===== src/sv/lpe_pkg.sv =====
// Shared types and constants of the LED pixel PWM encoder.
package lpe_pkg;

  localparam int BITS_PER_PIXEL = 24;
  localparam int DUTY_W         = 16;
  localparam int FACTOR_W       = 25;
  localparam int RECIP_SHIFT    = 24;
  localparam int CFG_IDX_W      = 2;

  typedef enum logic [CFG_IDX_W-1:0] {
    REG_BRIGHTNESS = 2'd0,
    REG_DUTY_ZERO  = 2'd1,
    REG_DUTY_ONE   = 2'd2
  } cfg_reg_t;

  // brightness as seen by the scalers: bypass flag and fixed-point factor
  typedef struct packed {
    logic                full;
    logic [FACTOR_W-1:0] factor;
  } scale_cfg_t;

endpackage


===== src/sv/lpe_pixel_if.sv =====
// Pixel input channel: valid/ready handshake with color bytes and frame-end flag.
interface lpe_pixel_if;
  logic       valid;
  logic       ready;
  logic [7:0] green;
  logic [7:0] red;
  logic [7:0] blue;
  logic       last_pixel;

  modport source (output valid, green, red, blue, last_pixel, input ready);
  modport sink   (input valid, green, red, blue, last_pixel, output ready);
endinterface


===== src/sv/lpe_word_if.sv =====
// Duty word output channel: valid/ready handshake with one PWM compare word.
interface lpe_word_if;
  logic                        valid;
  logic                        ready;
  logic [lpe_pkg::DUTY_W-1:0]  duty;
  logic                        reset_slot;
  logic                        last_of_run;

  modport source (output valid, duty, reset_slot, last_of_run, input ready);
  modport sink   (input valid, duty, reset_slot, last_of_run, output ready);
endinterface


===== src/sv/lpe_cfg_if.sv =====
// Configuration write channel: valid/ready handshake with register index and data.
interface lpe_cfg_if;
  logic                          valid;
  logic                          ready;
  logic [lpe_pkg::CFG_IDX_W-1:0] index;
  logic [lpe_pkg::DUTY_W-1:0]    data;

  modport source (output valid, index, data, input ready);
  modport sink   (input valid, index, data, output ready);
endinterface


===== src/sv/lpe_scale.sv =====
// Brightness scaler for one color byte: reciprocal multiply, or bypass at full.
module lpe_scale (
  input  logic [7:0]          byte_in,
  input  lpe_pkg::scale_cfg_t cfg,
  output logic [7:0]          byte_out
);

  logic [32:0] prod;

  // factor already folds brightness and 1/BRIGHT_FULL; the result is exact
  assign prod = 33'(byte_in) * 33'(cfg.factor);

  always_comb begin
    if (cfg.full) begin
      byte_out = byte_in;
    end else begin
      byte_out = prod[lpe_pkg::RECIP_SHIFT +: 8];
    end
  end

endmodule


===== src/sv/led_pixel_pwm_encoder_core.sv =====
// Top level of the LED pixel PWM encoder: pixel register, bit serializer, word register.
//
//   channel   dir   beat contents
//   in_px     in    green, red, blue, last_pixel
//   out_wd    out   duty, reset_slot, last_of_run
//   cfg_wr    in    index, data (brightness, duty_zero, duty_one)
//
// One duty word leaves per cycle while out_wd is ready: a pixel yields 24 words, or 24 + RESET_SLOTS when last.
// The serializer's word counter sets that figure; the next pixel waits in the input
// register and is scaled and loaded in the cycle its predecessor's final word moves.
// rst_n is synchronous, active low; it empties all stages and restores register defaults.
// A stalled out_wd holds its word and the serializer; in_px stalls once the
// input register is full.
module led_pixel_pwm_encoder_core #(
  parameter int BRIGHT_FULL = 255,
  parameter int RESET_SLOTS = 32
) (
  input  logic           clk,
  input  logic           rst_n,
  lpe_pixel_if.sink      in_px,
  lpe_word_if.source     out_wd,
  lpe_cfg_if.sink        cfg_wr
);

  localparam int CNT_W = $clog2(lpe_pkg::BITS_PER_PIXEL + RESET_SLOTS);
  localparam logic [CNT_W-1:0] LAST_DATA = CNT_W'(lpe_pkg::BITS_PER_PIXEL - 1);
  localparam logic [CNT_W-1:0] LAST_PAD  =
    CNT_W'(lpe_pkg::BITS_PER_PIXEL + RESET_SLOTS - 1);
  localparam logic [CNT_W-1:0] DATA_END  = CNT_W'(lpe_pkg::BITS_PER_PIXEL);
  localparam logic [7:0] FULL_LVL = 8'(BRIGHT_FULL);
  localparam logic [lpe_pkg::FACTOR_W-1:0] RECIP =
    lpe_pkg::FACTOR_W'(((2 ** lpe_pkg::RECIP_SHIFT) + BRIGHT_FULL - 1) / BRIGHT_FULL);

  // configuration
  lpe_pkg::scale_cfg_t            scale_r;
  logic [lpe_pkg::DUTY_W-1:0]     duty_zero_r;
  logic [lpe_pkg::DUTY_W-1:0]     duty_one_r;
  logic [7:0]                     bright_clip;
  logic [32:0]                    factor_prod;
  logic                           cfg_fire;

  // input register
  logic                           pix_valid_r;
  logic [7:0]                     pix_g_r;
  logic [7:0]                     pix_r_r;
  logic [7:0]                     pix_b_r;
  logic                           pix_last_r;

  // serializer
  logic                           ser_active_r;
  logic [lpe_pkg::BITS_PER_PIXEL-1:0] shift_r;
  logic [CNT_W-1:0]               cnt_r;
  logic                           pad_r;

  // output register
  logic                           out_valid_r;
  logic [lpe_pkg::DUTY_W-1:0]     out_duty_r;
  logic                           out_rs_r;
  logic                           out_last_r;

  logic [7:0]                     g_scaled;
  logic [7:0]                     r_scaled;
  logic [7:0]                     b_scaled;
  logic                           adv;
  logic                           emit;
  logic                           word_last;
  logic                           is_data;
  logic                           load;
  logic                           in_fire;

  assign cfg_wr.ready = 1'b1;
  assign cfg_fire     = cfg_wr.valid && cfg_wr.ready;

  always_comb begin
    if (cfg_wr.data[7:0] > FULL_LVL) begin
      bright_clip = FULL_LVL;
    end else begin
      bright_clip = cfg_wr.data[7:0];
    end
  end

  assign factor_prod = 33'(bright_clip) * 33'(RECIP);

  always_ff @(posedge clk) begin
    if (!rst_n) begin
      scale_r.full   <= 1'b1;
      scale_r.factor <= '0;
      duty_zero_r    <= '0;
      duty_one_r     <= '0;
    end else if (cfg_fire) begin
      unique case (lpe_pkg::cfg_reg_t'(cfg_wr.index))
        lpe_pkg::REG_BRIGHTNESS: begin
          scale_r.full   <= (bright_clip >= FULL_LVL);
          scale_r.factor <= factor_prod[lpe_pkg::FACTOR_W-1:0];
        end
        lpe_pkg::REG_DUTY_ZERO: duty_zero_r <= cfg_wr.data;
        lpe_pkg::REG_DUTY_ONE:  duty_one_r  <= cfg_wr.data;
        default: ;
      endcase
    end
  end

  lpe_scale u_scale_g (.byte_in(pix_g_r), .cfg(scale_r), .byte_out(g_scaled));
  lpe_scale u_scale_r (.byte_in(pix_r_r), .cfg(scale_r), .byte_out(r_scaled));
  lpe_scale u_scale_b (.byte_in(pix_b_r), .cfg(scale_r), .byte_out(b_scaled));

  assign adv       = !out_valid_r || out_wd.ready;
  assign emit      = ser_active_r && adv;
  assign is_data   = cnt_r < DATA_END;
  assign word_last = pad_r ? (cnt_r == LAST_PAD) : (cnt_r == LAST_DATA);
  assign load      = pix_valid_r && (!ser_active_r || (emit && word_last));

  assign in_px.ready = !pix_valid_r || load;
  assign in_fire     = in_px.valid && in_px.ready;

  always_ff @(posedge clk) begin
    if (!rst_n) begin
      pix_valid_r <= 1'b0;
    end else if (in_fire) begin
      pix_valid_r <= 1'b1;
    end else if (load) begin
      pix_valid_r <= 1'b0;
    end
  end

  always_ff @(posedge clk) begin
    if (in_fire) begin
      pix_g_r    <= in_px.green;
      pix_r_r    <= in_px.red;
      pix_b_r    <= in_px.blue;
      pix_last_r <= in_px.last_pixel;
    end
  end

  always_ff @(posedge clk) begin
    if (!rst_n) begin
      ser_active_r <= 1'b0;
      shift_r      <= '0;
      cnt_r        <= '0;
      pad_r        <= 1'b0;
    end else if (load) begin
      ser_active_r <= 1'b1;
      shift_r      <= {g_scaled, r_scaled, b_scaled};
      cnt_r        <= '0;
      pad_r        <= pix_last_r;
    end else if (emit) begin
      ser_active_r <= !word_last;
      shift_r      <= {shift_r[lpe_pkg::BITS_PER_PIXEL-2:0], 1'b0};
      cnt_r        <= cnt_r + CNT_W'(1);
    end
  end

  always_ff @(posedge clk) begin
    if (!rst_n) begin
      out_valid_r <= 1'b0;
    end else if (adv) begin
      out_valid_r <= ser_active_r;
    end
  end

  always_ff @(posedge clk) begin
    if (emit) begin
      out_rs_r   <= !is_data;
      out_last_r <= word_last;
      if (!is_data) begin
        out_duty_r <= '0;
      end else if (shift_r[lpe_pkg::BITS_PER_PIXEL-1]) begin
        out_duty_r <= duty_one_r;
      end else begin
        out_duty_r <= duty_zero_r;
      end
    end
  end

  assign out_wd.valid       = out_valid_r;
  assign out_wd.duty        = out_duty_r;
  assign out_wd.reset_slot  = out_rs_r;
  assign out_wd.last_of_run = out_last_r;

  a_slot_zero: assert property (@(posedge clk) disable iff (!rst_n)
    out_valid_r && out_rs_r |-> out_duty_r == '0)
    else $error("latch word with nonzero duty");

  a_cnt_range: assert property (@(posedge clk) disable iff (!rst_n)
    ser_active_r |-> (cnt_r <= LAST_PAD) && (pad_r || (cnt_r <= LAST_DATA)))
    else $error("serializer word count out of range");

  a_load_src: assert property (@(posedge clk) disable iff (!rst_n)
    load |=> ser_active_r && cnt_r == '0)
    else $error("serializer not started after load");

endmodule


===== src/flat_wrapper.sv =====
// flat-port wrapper written by rule: the top's interface ports become plain ports
module led_pixel_pwm_encoder_core_flat 
#(
  parameter int BRIGHT_FULL = 255,
  parameter int RESET_SLOTS = 32
)
  (clk, rst_n, in_px_valid, in_px_green, in_px_red, in_px_blue, in_px_last_pixel, in_px_ready, out_wd_valid, out_wd_duty, out_wd_reset_slot, out_wd_last_of_run, out_wd_ready, cfg_wr_valid, cfg_wr_index, cfg_wr_data, cfg_wr_ready);
  lpe_pixel_if in_px_i ();
  lpe_word_if out_wd_i ();
  lpe_cfg_if cfg_wr_i ();
  input  logic clk;
  input  logic rst_n;
  input wire logic [$bits(in_px_i.valid)-1:0] in_px_valid;
  input wire logic [$bits(in_px_i.green)-1:0] in_px_green;
  input wire logic [$bits(in_px_i.red)-1:0] in_px_red;
  input wire logic [$bits(in_px_i.blue)-1:0] in_px_blue;
  input wire logic [$bits(in_px_i.last_pixel)-1:0] in_px_last_pixel;
  output wire logic [$bits(in_px_i.ready)-1:0] in_px_ready;
  output wire logic [$bits(out_wd_i.valid)-1:0] out_wd_valid;
  output wire logic [$bits(out_wd_i.duty)-1:0] out_wd_duty;
  output wire logic [$bits(out_wd_i.reset_slot)-1:0] out_wd_reset_slot;
  output wire logic [$bits(out_wd_i.last_of_run)-1:0] out_wd_last_of_run;
  input wire logic [$bits(out_wd_i.ready)-1:0] out_wd_ready;
  input wire logic [$bits(cfg_wr_i.valid)-1:0] cfg_wr_valid;
  input wire logic [$bits(cfg_wr_i.index)-1:0] cfg_wr_index;
  input wire logic [$bits(cfg_wr_i.data)-1:0] cfg_wr_data;
  output wire logic [$bits(cfg_wr_i.ready)-1:0] cfg_wr_ready;
  assign in_px_i.valid = in_px_valid;
  assign in_px_i.green = in_px_green;
  assign in_px_i.red = in_px_red;
  assign in_px_i.blue = in_px_blue;
  assign in_px_i.last_pixel = in_px_last_pixel;
  assign in_px_ready = in_px_i.ready;
  assign out_wd_valid = out_wd_i.valid;
  assign out_wd_duty = out_wd_i.duty;
  assign out_wd_reset_slot = out_wd_i.reset_slot;
  assign out_wd_last_of_run = out_wd_i.last_of_run;
  assign out_wd_i.ready = out_wd_ready;
  assign cfg_wr_i.valid = cfg_wr_valid;
  assign cfg_wr_i.index = cfg_wr_index;
  assign cfg_wr_i.data = cfg_wr_data;
  assign cfg_wr_ready = cfg_wr_i.ready;
  led_pixel_pwm_encoder_core #(.BRIGHT_FULL(BRIGHT_FULL), .RESET_SLOTS(RESET_SLOTS)) u_core (.clk(clk), .rst_n(rst_n), .in_px(in_px_i), .out_wd(out_wd_i), .cfg_wr(cfg_wr_i));
endmodule

===== config.mk =====
export PLATFORM = sky130hd
export DESIGN_NAME = led_pixel_pwm_encoder_core_flat
export DESIGN_NICKNAME = d
export VERILOG_FILES = /design/src/sv/lpe_pkg.sv /design/src/sv/lpe_pixel_if.sv /design/src/sv/lpe_word_if.sv /design/src/sv/lpe_cfg_if.sv /design/src/sv/lpe_scale.sv /design/src/sv/led_pixel_pwm_encoder_core.sv /design/src/flat_wrapper.sv
export SDC_FILE = /design/constraint.sdc
export NUM_CORES = 1
export LEC_CHECK = 0
export ABC_AREA = 1
export BUFFER_PORTS_ARGS = -buffer_cell sky130_fd_sc_hd__buf_2
export CAP_MARGIN = 20
export CORE_UTILIZATION = 40
export CTS_CLUSTER_DIAMETER = 60
export CTS_CLUSTER_SIZE = 30
export DETAILED_ROUTE_END_ITERATION = 8
export GPL_TIMING_DRIVEN = 0
export SYNTH_ARGS = -nofsm -noshare
export SYNTH_HDL_FRONTEND = slang
export SYNTH_HIERARCHICAL = 1
export SYNTH_SLANG_ARGS = --single-unit
export TNS_END_PERCENT = 100

===== constraint.sdc =====
create_clock -name clk -period 13.9 [get_ports clk]
set_input_delay 2.78 -clock clk [delete_from_list [all_inputs] [get_ports clk]]
set_output_delay 2.78 -clock clk [all_outputs]
set_load 0.05 [all_outputs]

After elaboration in Yosys (flattened, before gate mapping)
Index checks and enable logic that the tools add are counted.
{ "word_totals": {"ff_bits": 134, "input_bits": 48, "out_inout_bits": 21} }
{ "op_classes": {"addsub": 1, "mul": 4, "magnitude_cmp": 3, "eq_ne": 4, "n_mux": 12, "bitwise": 1, "reduce_logical": 19} }
{ "ops": {"columns": ["cell", "count"], "rows": [
  ["$mul A8 B24 Y31", 3],
  ["$mux W24", 2],
  ["$mux W8", 4],
  ["$mul A8 B16 Y24 const B", 1],
  ["$mux W16", 1],
  ["$ge A8 B8 Y1 const B", 1],
  ["$gt A8 B8 Y1 const B", 1],
  ["$add A6 B1 Y6 const B", 1],
  ["$eq A6 B5 Y1 const B", 1],
  ["$eq A6 B6 Y1 const B", 1],
  ["$lt A6 B5 Y1 const B", 1],
  ["$reduce_and A2 Y1", 3],
  ["$logic_not A1 Y1", 5],
  ["$mux W1", 5],
  ["$logic_and A1 B1 Y1", 4],
  ["$reduce_bool A2 Y1", 2],
  ["$logic_or A1 B1 Y1", 3],
  ["$eq A2 B1 Y1 const B", 1],
  ["$eq A2 B2 Y1 const B", 1],
  ["$logic_not A2 Y1", 1],
  ["$reduce_or A2 Y1", 1],
  ["$not A1 Y1", 1]
]} }

Depth between registers and ports, before layout
{ "depth": {"ltp_word": 9, "ltp_mapped": 28} }

Hierarchy
Netlist, hierarchy kept.
{ "modules_own_cells": {"columns": ["module", "instances", "cells_per_inst", "area_each_um2"], "rows": [
  ["lpe_scale (u_core.u_scale_b)", 1, 992, 6586.3],
  ["lpe_scale (u_core.u_scale_g)", 1, 957, 6458.7],
  ["lpe_scale (u_core.u_scale_r)", 1, 955, 6411.1],
  ["led_pixel_pwm_encoder_core", 1, 656, 5536.6]
]} }

Worst setup path after synthesis
No wires, ideal clock.
{ "synth_path": {"path_type": "input -> output", "start": "input port out_wd_ready", "end": "output port in_px_ready", "arrival_ps": 3486, "setup_slack_ps": 7634, "cell_stages": 4, "cell_sequence": "inv_1 -> nand2_1 -> nand3_2 -> nand3_1"} }
{ "synth_via": {"elab_chain_cells": 6} }
{ "synth_lines": {"columns": ["element", "line_no", "source"], "rows": [
  ["from (decl)", "flat_wrapper.sv:23", "input wire logic [$bits(out_wd_i.ready)-1:0] out_wd_ready;"],
  ["$logic_or A1 B1 Y1", "led_pixel_pwm_encoder_core.sv:107", "assign adv = !out_valid_r || out_wd.ready;"],
  ["$logic_and A1 B1 Y1", "led_pixel_pwm_encoder_core.sv:108", "assign emit = ser_active_r && adv;"],
  ["$logic_and A1 B1 Y1", "led_pixel_pwm_encoder_core.sv:111", "assign load = pix_valid_r && (!ser_active_r || (emit && word_last));"],
  ["$logic_or A1 B1 Y1", "led_pixel_pwm_encoder_core.sv:111", null],
  ["$logic_and A1 B1 Y1", "led_pixel_pwm_encoder_core.sv:111", null],
  ["$logic_or A1 B1 Y1", "led_pixel_pwm_encoder_core.sv:113", "assign in_px.ready = !pix_valid_r || load;"],
  ["to (decl)", "flat_wrapper.sv:18", "output wire logic [$bits(in_px_i.ready)-1:0] in_px_ready;"]
]} }
No other way between the ends.

Worst setup path after layout
Same ends and word-level chain as after synthesis.

==> impl_metrics.csv <==
group,metric,value,unit
status,status,"finished clean",
job,maxCapViolations,0,
synth,synth_cell_types,46,
sta,rsz0062_at_grt,"false",
floorplan,die_x,252,um
placed_design,gp_congestion,0.918,
placed_design,place_ws,7.54,ns
floorplan,initial_utilization,40.5,%
placed_design,dp_hpwl,56400,um
worst_setup_path,arrival,3.58,ns
sta,finalSetupViolCount,0,
floorplan,fp.coreArea,61700,um^2
synth,synth_edf_count,43,
route,dr.pass1.iters,5,
power_and_ir_drop,power_frac_seq,29.9,%
clock_network,h-tree-depth,4,
synth,synth.most_common_cell,"inv_1",
power_and_ir_drop,finalPower,1.50,mW
route,routed_wl,70500,um
route,via_per_inst,4.70,
floorplan,die_area,63500,um^2
synth,syn_area,25000,um^2
global_routing,grt_usage,23.2,%
floorplan,rows,91,
placed_design,dp.cells,4484,
clock_network,cts_resized,0,
synth,synth_top_flop_cell,"dfxtp_1",
global_routing,antenna_found_initial,0,
sta,clock.fmax,157,MHz
sta,worst_slew_pin_slew,0.932,ns
sta,finalCriticalPeriod,6.36,ns
synth,synth_common_cells,"inv_1 (976), nand2_1 (966), fa_1 (408)",
route,num_vias,21200,
global_routing,grt_start_max_net_pins,26,
worst_setup_path,slowest_stage,"buf_2",
route,drc,0,
worst_setup_path,required,11.12,ns
clock_network,cts_tree,"done",
clock_network,numCtsBuffers,17,
synth,yosys.area.top_type_share,32.7,%
route,drt_iter0_markers,1268,
power_and_ir_drop,ir_drop,0.108,mV
route,ant_nets,0,
clock_network,cts-root-buf,"clkbuf_16",
clock_network,clock-sinks,134,
clock_network,cts_hold_buf,0,
sta,finalCritPeriodShare,45.7,%
cells_and_area,final_cells,4516,
worst_setup_path,max_stage_delay,0.28,ns
synth,yosysWarnings,6,
clock_network,post_cts_buffers,0,
synth,synth_top_cell_by_area,"fa_1",
worst_setup_path,crit_fanout,3,
cells_and_area,drive_above_1_share,5.14,%
power_and_ir_drop,power.density,55.5,nW/um^2
power_and_ir_drop,switching_power,0.631,mW
worst_setup_path,critPathKind,"input pin to output pin",
power_and_ir_drop,swShare,42.1,%
synth,syn_avg_cell_area,7.02,um^2
route,wl_per_cell,15.6,um
worst_setup_path,cp-end-kind,"output pin",
cells_and_area,fin_nets,4271,
floorplan,die_y,252,um
clock_network,clk_pin_slew,0.06,ns
sta,setup_ws,7.54,ns
synth,netlist_instances,3560,
cells_and_area,syn_to_final_growth,8.07,%
global_routing,grt_pass1_vias,21600,
worst_setup_path,crit_chain,"buf_2 -> inv_1 -> nand2_1 -> nand3_2 -> nand3_1 -> buf_2",
floorplan,num_io_pins,69,
cells_and_area,antenna_cells,0,
worst_setup_path,startpoint_type,"input pin",
worst_setup_path,critPathMostFrequentCell,"buf_2",
global_routing,grt_pass1_wl,115000,um
placed_design,portBuffers,67,
power_and_ir_drop,p_leak,16.9,nW
sta,hold_viol_final,0,
sta,setup_tns,0,ns
clock_network,clkLatencyLatePin,0.44,ns
sta,slew_viol_final,0,
synth,synthArstFlopShare,0,%
global_routing,overflow,0,
synth,ys_top_cells_by_area,"fa_1 (33%), inv_1 (15%), nand2_1 (15%)",
power_and_ir_drop,pwr-share-comb,40.2,%
sta,max-slew-margin-rel,37.8,%
synth,ys_seq_area_share,12.5,%
clock_network,ctsLongestPathBuffers,2,
power_and_ir_drop,clockPowerShare,29.9,%
synth,ys_seq_elements,134,
hold_path,hold_path_class,"flop to flop",
power_and_ir_drop,p_int,0.869,mW
sta,fin_skew,0.0169,ns
==> through the flow <==
step	instance area (um^2)	hold slack [ns]	util, %
after global routing	27000	0.455	43.8
final	27000	0.447	43.8
after detailed placement	26500	0.437	42.9
after CTS	27000	0.447	43.8
after global placement	26500	0.433	42.9
after floorplan	25100	0.423	-
==> flip-flops by register name (all words and copies together), names as in the netlist <==
signal                     cells
u_core/scale_r                25
u_core/shift_r                24
u_core/duty_one_r             16
u_core/duty_zero_r            16
u_core/out_wd.duty            16
u_core/pix_b_r                 8
u_core/pix_g_r                 8
u_core/pix_r_r                 8
u_core/cnt_r                   6
u_core/out_wd.last_of_run      1
u_core/out_wd.reset_slot       1
u_core/out_wd.valid            1
u_core/pad_r                   1
u_core/pix_last_r              1
u_core/pix_valid_r             1
u_core/ser_active_r            1
==> power groups by stage <==
stage               Clock [mW]  Sequential (mW)  Combinational [mW]
CTS                      0.455            0.449               0.606
global placement             0            0.457               0.597
finish                   0.448            0.449               0.603
floorplan                    0            0.459               0.416
detailed placement           0            0.457               0.598
global route             0.470            0.451               0.689
==> routing by layer <==
layer	vias up	part of all wire [%]	wire [um]	GRT usage, %
met5	-	0	0	0
met4	0	3.1	2170	7.77
met3	80	5.4	3840	2.80
met2	511	47	32900	38.5
met1	10200	45	31600	31.4
li1	10500	-	-	-
==> final timing paths <==
path / start / to / slack [ns] / depth (start not counted)
max: out_wd_ready / in_px_ready / 7.54 / 6
min: u_core/duty_one_r[15] / u_core/duty_one_r[15] / 0.45 / 2
max reg2reg: u_core/pix_b_r[5] / u_core/shift_r[7] / 7.98 / 23
min reg2reg: u_core/duty_one_r[15] / u_core/duty_one_r[15] / 0.45 / 2
==> cell usage in the layout (no fill, tap or decap), drive strengths merged, types with 3 or more instances in the layout <==
cell type,count
a21o,11
a21oi,174
a31oi,7
and3,3
buf,98
clkbuf,170
clkinv,7
conb,22
dfxtp,91
edfxtp,43
fa,408
ha,149
inv,988
nand2,975
nand3,107
nand4,19
nor2,209
nor3,23
o21ai,134
o21bai,9
or2,3
xnor2,6
xor2,11
==> area by class of cell <==
class	instances	area, um^2
repair buffers	67	335
fillers	6602	34700
well taps	837	1050
flip-flops and latches	134	3110
inverters	982	3690
multi-input cells	2280	17400
clock inverters	15	133
clock buffers	17	425
plain buffers	184	850
==> cell families (layout without fill, tap and decap cells) <==
kind of cell | after synthesis | in the layout | share of synthesized area (%)
AOI/OAI and AO/OA | 341 | 341 | 7.20
xor gates and xnor gates | 17 | 17 | 0.596
adders and majority gates | 557 | 557 | 40.1
buffers and inverters | 1166 | 1265 | 18.1
DFF | 134 | 134 | 12.5
other | 2 | 22 | 0.0300
and+or+nand+nor | 1343 | 1343 | 21.4
==> worst max-delay path, delay by kind of cell <==
| family | cells | cell delay, ns |
|---|---|---|
| simple gates | 3 | 0.41 |
| buf+inv | 3 | 0.38 |
No activity file was read; power rests on OpenSTA's default activity.
